--- src/design/pwws_pkg.sv ---
// Shared constants and control types for the pixel widening and Welford statistics block.
package pwws_pkg;

	// Field widths
	localparam int PIX_W      = 12;
	localparam int WIDE_W     = 16;
	localparam int WIDE_SHIFT = WIDE_W - PIX_W;
	localparam int MEAN_OUT_W = 28;
	localparam int SQ_W       = 60;
	localparam int CNT_W      = 23;
	localparam int IN_DATA_W  = 16;
	localparam int OUT_DATA_W = WIDE_W + MEAN_OUT_W + SQ_W;

	// Defaults for the top-level parameters and the frame length register
	localparam int MAX_FRAME_PIXELS_DEF = 4194304;
	localparam int FRAC_BITS_DEF        = 16;
	localparam logic [CNT_W-1:0] FRAME_PIXELS_RST = CNT_W'(1048576);

	// Commands from the controller to the datapath
	typedef struct packed {
		logic load;     // take a pixel, form delta, count and frame end
		logic div_step; // one quotient bit of delta / count
		logic mean;     // form the new mean
		logic dev;      // form the second deviation
		logic mul;      // multiply the deviation magnitudes
		logic finish;   // update statistics and load the output register
	} cmd_t;

	// Status from the datapath to the controller
	typedef struct packed {
		logic out_busy; // output register holds a result not yet taken
	} status_t;

endpackage

--- src/design/pwws_ctrl.sv ---
// Controller state machine that sequences one pixel through the statistics datapath.
module pwws_ctrl import pwws_pkg::*; #(
	parameter int FRAC_BITS = FRAC_BITS_DEF
) (
	input  logic    clk,
	input  logic    arst_n,
	input  logic    s_tvalid,
	output logic    s_tready,
	input  status_t st,
	output cmd_t    cmd
);

	localparam int MEAN_W = PIX_W + FRAC_BITS;
	localparam int DCNT_W = $clog2(MEAN_W);
	localparam logic [DCNT_W-1:0] DIV_LAST = DCNT_W'(MEAN_W - 1);

	localparam logic [2:0] ST_IDLE = 3'd0;
	localparam logic [2:0] ST_DIV  = 3'd1;
	localparam logic [2:0] ST_MEAN = 3'd2;
	localparam logic [2:0] ST_DEV  = 3'd3;
	localparam logic [2:0] ST_MUL  = 3'd4;
	localparam logic [2:0] ST_DONE = 3'd5;

	logic [2:0]        state_q;
	logic [2:0]        state_d;
	logic [DCNT_W-1:0] div_cnt_q;

	assign s_tready = (state_q == ST_IDLE);

	// Decode commands and next state
	always_comb begin
		state_d      = state_q;
		cmd          = '0;
		unique case (state_q)
			ST_IDLE: begin
				if (s_tvalid) begin
					cmd.load = 1'b1;
					state_d  = ST_DIV;
				end
			end
			ST_DIV: begin
				cmd.div_step = 1'b1;
				if (div_cnt_q == '0) state_d = ST_MEAN;
			end
			ST_MEAN: begin
				cmd.mean = 1'b1;
				state_d  = ST_DEV;
			end
			ST_DEV: begin
				cmd.dev = 1'b1;
				state_d = ST_MUL;
			end
			ST_MUL: begin
				cmd.mul = 1'b1;
				state_d = ST_DONE;
			end
			ST_DONE: begin
				if (!st.out_busy) begin
					cmd.finish = 1'b1;
					state_d    = ST_IDLE;
				end
			end
			default: state_d = ST_IDLE;
		endcase
	end

	// Hold state and the divider step count
	always_ff @(posedge clk or negedge arst_n) begin
		if (!arst_n) begin
			state_q   <= ST_IDLE;
			div_cnt_q <= '0;
		end else begin
			state_q <= state_d;
			if (cmd.load) begin
				div_cnt_q <= DIV_LAST;
			end else if (cmd.div_step && div_cnt_q != '0) begin
				div_cnt_q <= div_cnt_q - 1'b1;
			end
		end
	end

	a_done_leaves: assert property (@(posedge clk) disable iff (!arst_n)
		(state_q == ST_DONE && !st.out_busy) |=> state_q == ST_IDLE)
		else $error("controller did not return to idle after finishing");

endmodule

--- src/design/pwws_dp.sv ---
// Datapath: delta, radix-2 divider, mean and M2 update, output register.
module pwws_dp import pwws_pkg::*; #(
	parameter int MAX_FRAME_PIXELS = MAX_FRAME_PIXELS_DEF,
	parameter int FRAC_BITS        = FRAC_BITS_DEF
) (
	input  logic                  clk,
	input  logic                  arst_n,
	input  cmd_t                  cmd,
	output status_t               st,
	input  logic [IN_DATA_W-1:0]  s_tdata,
	input  logic                  cfg_wr_en,
	input  logic [CNT_W-1:0]      cfg_wr_data,
	output logic                  m_tvalid,
	input  logic                  m_tready,
	output logic [OUT_DATA_W-1:0] m_tdata,
	output logic                  m_tlast
);

	localparam int MEAN_W = PIX_W + FRAC_BITS;
	localparam int PROD_W = 2 * MEAN_W;
	localparam int INC_W  = PROD_W - FRAC_BITS;
	localparam logic [CNT_W+1:0] MAX_N = (CNT_W + 2)'(MAX_FRAME_PIXELS);
	localparam logic [MEAN_W-1:0] MEAN_MAX = {{PIX_W{1'b1}}, {FRAC_BITS{1'b0}}};

	logic [CNT_W-1:0]      frame_pixels_q;
	logic [CNT_W-1:0]      count_q;
	logic [MEAN_W-1:0]     mean_acc_q;
	logic [SQ_W-1:0]       sq_acc_q;

	logic [PIX_W-1:0]      pixel_q;
	logic                  neg_q;
	logic                  last_q;
	logic [CNT_W-1:0]      n_q;
	logic [MEAN_W-1:0]     dmag_q;
	logic [MEAN_W-1:0]     div_q;
	logic [CNT_W-1:0]      rem_q;
	logic [MEAN_W-1:0]     new_mean_q;
	logic [MEAN_W-1:0]     dev2_q;
	logic [PROD_W-1:0]     prod_q;

	logic                  out_valid_q;
	logic [OUT_DATA_W-1:0] out_data_q;
	logic                  out_last_q;

	logic [PIX_W-1:0]      pixel_in;
	logic [MEAN_W-1:0]     v_in;
	logic [MEAN_W-1:0]     v_cur;
	logic [CNT_W-1:0]      n_in;
	logic                  neg_in;
	logic [CNT_W:0]        trial;
	logic                  trial_ge;
	logic [INC_W-1:0]      inc;
	logic [SQ_W:0]         sq_sum;
	logic [SQ_W-1:0]       sq_next;

	assign pixel_in = s_tdata[PIX_W-1:0];
	assign v_in     = {pixel_in, {FRAC_BITS{1'b0}}};
	assign v_cur    = {pixel_q, {FRAC_BITS{1'b0}}};
	assign n_in     = count_q + 1'b1;
	assign neg_in   = v_in < mean_acc_q;

	// One restoring division step
	assign trial    = {rem_q, div_q[MEAN_W-1]};
	assign trial_ge = trial >= {1'b0, n_q};

	// Saturating M2 accumulation
	assign inc     = prod_q[PROD_W-1:FRAC_BITS];
	assign sq_sum  = {1'b0, sq_acc_q} + (SQ_W + 1)'(inc);
	assign sq_next = sq_sum[SQ_W] ? {SQ_W{1'b1}} : sq_sum[SQ_W-1:0];

	assign st.out_busy = out_valid_q && !m_tready;
	assign m_tvalid    = out_valid_q;
	assign m_tdata     = out_data_q;
	assign m_tlast     = out_last_q;

	// Frame length register and per-frame statistics
	always_ff @(posedge clk or negedge arst_n) begin
		if (!arst_n) begin
			frame_pixels_q <= FRAME_PIXELS_RST;
			count_q        <= '0;
			mean_acc_q     <= '0;
			sq_acc_q       <= '0;
		end else begin
			if (cfg_wr_en) frame_pixels_q <= cfg_wr_data;
			if (cmd.finish) begin
				if (last_q) begin
					count_q    <= '0;
					mean_acc_q <= '0;
					sq_acc_q   <= '0;
				end else begin
					count_q    <= n_q;
					mean_acc_q <= new_mean_q;
					sq_acc_q   <= sq_next;
				end
			end
		end
	end

	// Output transaction valid flag
	always_ff @(posedge clk or negedge arst_n) begin
		if (!arst_n) begin
			out_valid_q <= 1'b0;
		end else if (cmd.finish) begin
			out_valid_q <= 1'b1;
		end else if (m_tready) begin
			out_valid_q <= 1'b0;
		end
	end

	// Working registers of the current pixel
	always_ff @(posedge clk) begin
		if (cmd.load) begin
			pixel_q <= pixel_in;
			neg_q   <= neg_in;
			n_q     <= n_in;
			last_q  <= (n_in >= frame_pixels_q) || ({2'b00, n_in} >= MAX_N);
			dmag_q  <= neg_in ? (mean_acc_q - v_in) : (v_in - mean_acc_q);
			div_q   <= neg_in ? (mean_acc_q - v_in) : (v_in - mean_acc_q);
			rem_q   <= '0;
		end
		if (cmd.div_step) begin
			rem_q <= trial_ge ? CNT_W'(trial - {1'b0, n_q}) : trial[CNT_W-1:0];
			div_q <= {div_q[MEAN_W-2:0], trial_ge};
		end
		if (cmd.mean) begin
			new_mean_q <= neg_q ? (mean_acc_q - div_q) : (mean_acc_q + div_q);
		end
		if (cmd.dev) begin
			dev2_q <= (v_cur >= new_mean_q) ? (v_cur - new_mean_q) : (new_mean_q - v_cur);
		end
		if (cmd.mul) begin
			prod_q <= PROD_W'(dmag_q) * PROD_W'(dev2_q);
		end
		if (cmd.finish) begin
			out_data_q <= {sq_next, MEAN_OUT_W'(new_mean_q),
				{pixel_q, {WIDE_SHIFT{1'b0}}}};
			out_last_q <= last_q;
		end
	end

	a_valid_from_finish: assert property (@(posedge clk) disable iff (!arst_n)
		$rose(out_valid_q) |-> $past(cmd.finish))
		else $error("result appeared without a finished pixel");

	a_mean_in_range: assert property (@(posedge clk) disable iff (!arst_n)
		mean_acc_q <= MEAN_MAX)
		else $error("running mean left the pixel range");

	a_frame_end_clears: assert property (@(posedge clk) disable iff (!arst_n)
		(cmd.finish && last_q) |=> (count_q == '0 && sq_acc_q == '0))
		else $error("statistics not cleared at frame end");

endmodule

--- src/design/pixel_widen_welford_stats.sv ---
// Top level of the pixel widening and per-frame Welford statistics block.
//
// Each accepted pixel is processed before the next one is taken: the radix-2 divider that
// forms delta / count yields one quotient bit per cycle, and the mean, deviation, multiply
// and update steps follow it. The result sits in an output register, so the next pixel is
// taken while it waits; a pixel finishes only once the previous result has been taken.
// m_tlast marks the last pixel of a frame, whose transaction carries the final mean and
// M2 (undivided).
module pixel_widen_welford_stats import pwws_pkg::*; #(
	parameter int MAX_FRAME_PIXELS = MAX_FRAME_PIXELS_DEF,
	parameter int FRAC_BITS        = FRAC_BITS_DEF
) (
	input  logic                  clk,
	input  logic                  arst_n,
	input  logic                  s_tvalid,
	output logic                  s_tready,
	input  logic [IN_DATA_W-1:0]  s_tdata,     // [11:0] pixel
	output logic                  m_tvalid,
	input  logic                  m_tready,
	output logic [OUT_DATA_W-1:0] m_tdata,     // [15:0] wide_pixel, [43:16] frame_mean,
	                                           // [103:44] frame_sq_dev_sum
	output logic                  m_tlast,     // frame_end
	input  logic                  cfg_wr_en,
	input  logic [CNT_W-1:0]      cfg_wr_data  // frame_pixels
);

	cmd_t    cmd;
	status_t st;

	pwws_ctrl #(
		.FRAC_BITS (FRAC_BITS)
	) u_ctrl (
		.clk      (clk),
		.arst_n   (arst_n),
		.s_tvalid (s_tvalid),
		.s_tready (s_tready),
		.st       (st),
		.cmd      (cmd)
	);

	pwws_dp #(
		.MAX_FRAME_PIXELS (MAX_FRAME_PIXELS),
		.FRAC_BITS        (FRAC_BITS)
	) u_dp (
		.clk         (clk),
		.arst_n      (arst_n),
		.cmd         (cmd),
		.st          (st),
		.s_tdata     (s_tdata),
		.cfg_wr_en   (cfg_wr_en),
		.cfg_wr_data (cfg_wr_data),
		.m_tvalid    (m_tvalid),
		.m_tready    (m_tready),
		.m_tdata     (m_tdata),
		.m_tlast     (m_tlast)
	);

endmodule
--- config.mk ---
export PLATFORM = sky130hd
export DESIGN_NAME = pixel_widen_welford_stats
export DESIGN_NICKNAME = d
export VERILOG_FILES = /design/src/design/pwws_pkg.sv /design/src/design/pwws_ctrl.sv /design/src/design/pwws_dp.sv /design/src/design/pixel_widen_welford_stats.sv
export SDC_FILE = /design/constraint.sdc
export NUM_CORES = 2
export LEC_CHECK = 0
export BUFFER_PORTS_ARGS = -buffer_cell sky130_fd_sc_hd__buf_2
export CAP_MARGIN = 20
export CORE_MARGIN = 5
export CORE_UTILIZATION = 45
export DETAILED_ROUTE_END_ITERATION = 10
export SLEW_MARGIN = 20
export SYNTH_ARGS = -nofsm -noshare
export SYNTH_HDL_FRONTEND = slang
export SYNTH_HIERARCHICAL = 1
export SYNTH_SLANG_ARGS = --single-unit
--- constraint.sdc ---
create_clock -name clk -period 11.5 [get_ports clk]
set_input_delay 2.3 -clock clk [delete_from_list [all_inputs] [get_ports clk]]
set_output_delay 2.3 -clock clk [all_outputs]
set_load 0.01 [all_outputs]
==> reports/qor.csv <==
metric,value,unit
arrival,8.75,ns
end_kind,register,
synth_xor_area_share,3.60,%
antenna_cells,0,
portBuffers,142,
required,11.93,ns
nNetsFinal,6379,
clock.fmax,120,MHz
antenna_found_initial,2,
post-route-min-period,8.32,ns
wl,131,mm
ys_warn_count,6,
coreArea,113000,um2
synth_flop_cell,edfxtp_1,
post_cts_buffers,0,
status,completed,
ys_ff_latch,456,
worstHoldPathType,register to register,
syn_inst,5291,
drt_iter0_markers,2376,
clock_sinks,456,
synthSimpleGateAreaFrac,15.0,%
syn_area,51100,um2
rows,123,
grt_usage,21.7,%
first_pass_iters,5,
ant_nets,0,
max_cap_viol_count,0,
floorplan.die.height,347,um
overflow,0,
max-slew-margin-rel,36.7,%
async_reset_ff_share,31.4,%
final_cell_area,55000,um2
synth_cell_type_count,91,
yosysSeqAreaShare,25.4,%
dpl_cell_area,53200,um2
tightestPinTransition,0.950,ns
die_x,347,um
synth-compound-area-share,10.1,%
grt_pass1_vias,37908,
hold_buffers,0,
cts_resized,0,
cts_buffers,54,
clockRootBuffer,clkbuf_16,
io_pins,151,
muxShareOfSynthArea,1.33,%
vias,36743,
drive_gt1_share,7.14,%
gp_congestion,0.872,
crit_type,register to register,
grt_max_degree,78,
clk_latency,0.68,ns
synth.avg_cell_area,9.66,um2
htreeDepth,2,
wl_per_cell,19.2,um
drc,0,
dieArea,120000,um2
clk_path_buf_depth,3,
cts_tree,built,
skew,0.0780,ns
setup_tns,0,ns
synthAdderAreaFrac,35.6,%
cp_max_fo,15,
clkTransAtPathRegs,0.06,ns
final_common_cell,inv_1,
grt_pass1_wl,211,mm
finalCritPeriodShare,72.3,%
synth-edff-count,313,
start_util,45.4,%
via_per_inst,5.38,
cp-start-kind,register,
place_hpwl,96.9,mm
hold_violations,0,
setup_viol,0,
r2r_cells,24,
area_delta_synth_final,7.68,%
synth_top_family_by_area,adder cells,
rsz0062_at_grt,false,
slew_violations,0,
worstHoldPathCells,0,
layout_common_cells,"inv_1, fa_1, nand2_1, and2_1, ha_1",
metal layers:
metal / up-vias / track usage, % / share of wire (%)
met5: - / 0 / 0.0099
met4: 2 / 6.66 / 3.3
met3: 190 / 2.56 / 4.8
met2: 908 / 36.5 / 48
met1: 18602 / 29.8 / 44
li1: 17041 / - / -
Yosys cell counts, drive strengths merged (32+ instances only):
library cell / instances / area (um2)
a21o: 104 / 781
nor2: 153 / 574
nand2: 591 / 2220
inv: 919 / 3450
nand3: 81 / 405
mux2i: 33 / 330
xnor2: 153 / 1340
and2: 416 / 2600
nor3: 70 / 355
clkbuf: 245 / 920
dfrtp: 142 / 3550
a31oi: 34 / 213
o31ai: 38 / 285
buf: 32 / 201
xor2: 57 / 499
and3: 33 / 206
ha: 368 / 4600
fa: 678 / 13600
a21oi: 177 / 890
o21ai: 180 / 905
edfxtp: 313 / 9400
nor2b: 53 / 332
area by class of cell:
| type | instances | area, um2 |
|---|---|---|
| Fill cell | 10744 | 57600 |
| Multi-Input combinational cell | 3639 | 33600 |
| Sequential cell | 456 | 13000 |
| Inverter | 922 | 3470 |
| Tap cell | 1500 | 1880 |
| Clock buffer | 63 | 1410 |
| Timing Repair Buffer | 216 | 1270 |
| Clock inverter | 39 | 453 |
worst max-delay path, stage by stage (launching register included):
cell       delay, ns
edfxtp_1        0.85
buf_4           0.39
nand2_1         0.12
fa_1            0.55
inv_1           0.05
fa_1            0.51
inv_1           0.06
fa_1            0.52
inv_1           0.05
fa_1            0.49
fa_1            0.42
fa_1            0.49
inv_1           0.05
fa_1            0.47
inv_1           0.04
ha_1            0.33
a21oi_1         0.30
o21ai_0         0.22
a2111oi_0       0.38
nand3_1         0.23
a31oi_1         0.58
nor3_1          0.14
o311a_1         0.43
a41oi_1         0.26
xnor2_1         0.11
cells by family after synthesis:
family                   count (synthesis)
multiplexers                            64
adder cells (fa/ha/maj)               1046
other                                    1
AO/OA/AOI/OAI                          779
flip-flops                             456
buffers and inverters                 1199
AND/OR/NAND/NOR                       1536
XOR/XNOR                               210
stage by stage:
step	instances	worst slack (ns)	hold slack (ns)	util (%)
2_1_floorplan	5294	4.42	0.424	-
3_3_place_gp	6733	3.24	0.457	47.2
3_5_place_dp	6733	3.24	0.460	47.2
4_1_cts	6835	3.22	0.381	48.8
5_1_grt	6835	2.90	0.407	48.8
6_report	6835	3.18	0.400	48.8
state kept, by name, indices dropped and copies added (netlist names), 3 cells and up:
signal	flops
u_dp/m_tdata	100
u_dp/sq_acc_q	60
u_dp/prod_q	40
u_dp/dev2_q	28
u_dp/div_q	28
u_dp/dmag_q	28
u_dp/mean_acc_q	28
u_dp/new_mean_q	28
u_dp/count_q	23
u_dp/frame_pixels_q	23
u_dp/n_q	23
u_dp/rem_q	23
u_dp/pixel_q	12
u_ctrl/div_cnt_q	5
u_ctrl/state_q	3
final timing paths:
path,start,slack (ns),to
setup / recovery,u_dp/dmag_q[7]$_DFFE_PP_,3.18,u_dp/prod_q[50]$_DFFE_PP_
hold / removal,u_dp/pixel_q[11]$_DFFE_PP_,0.40,u_dp/m_tdata[15]$_DFFE_PP_
setup reg to reg,u_dp/dmag_q[7]$_DFFE_PP_,3.18,u_dp/prod_q[50]$_DFFE_PP_
hold reg to reg,u_dp/pixel_q[11]$_DFFE_PP_,0.40,u_dp/m_tdata[15]$_DFFE_PP_
max in group asynchronous,arst_n,7.96,u_dp/sq_acc_q[8]$_DFFE_PN0P_
min in group asynchronous,arst_n,1.52,u_dp/mean_acc_q[17]$_DFFE_PN0P_
Power is not shown: default switching activity piles up to over one toggle a cycle in this logic, so the estimate is an artifact.
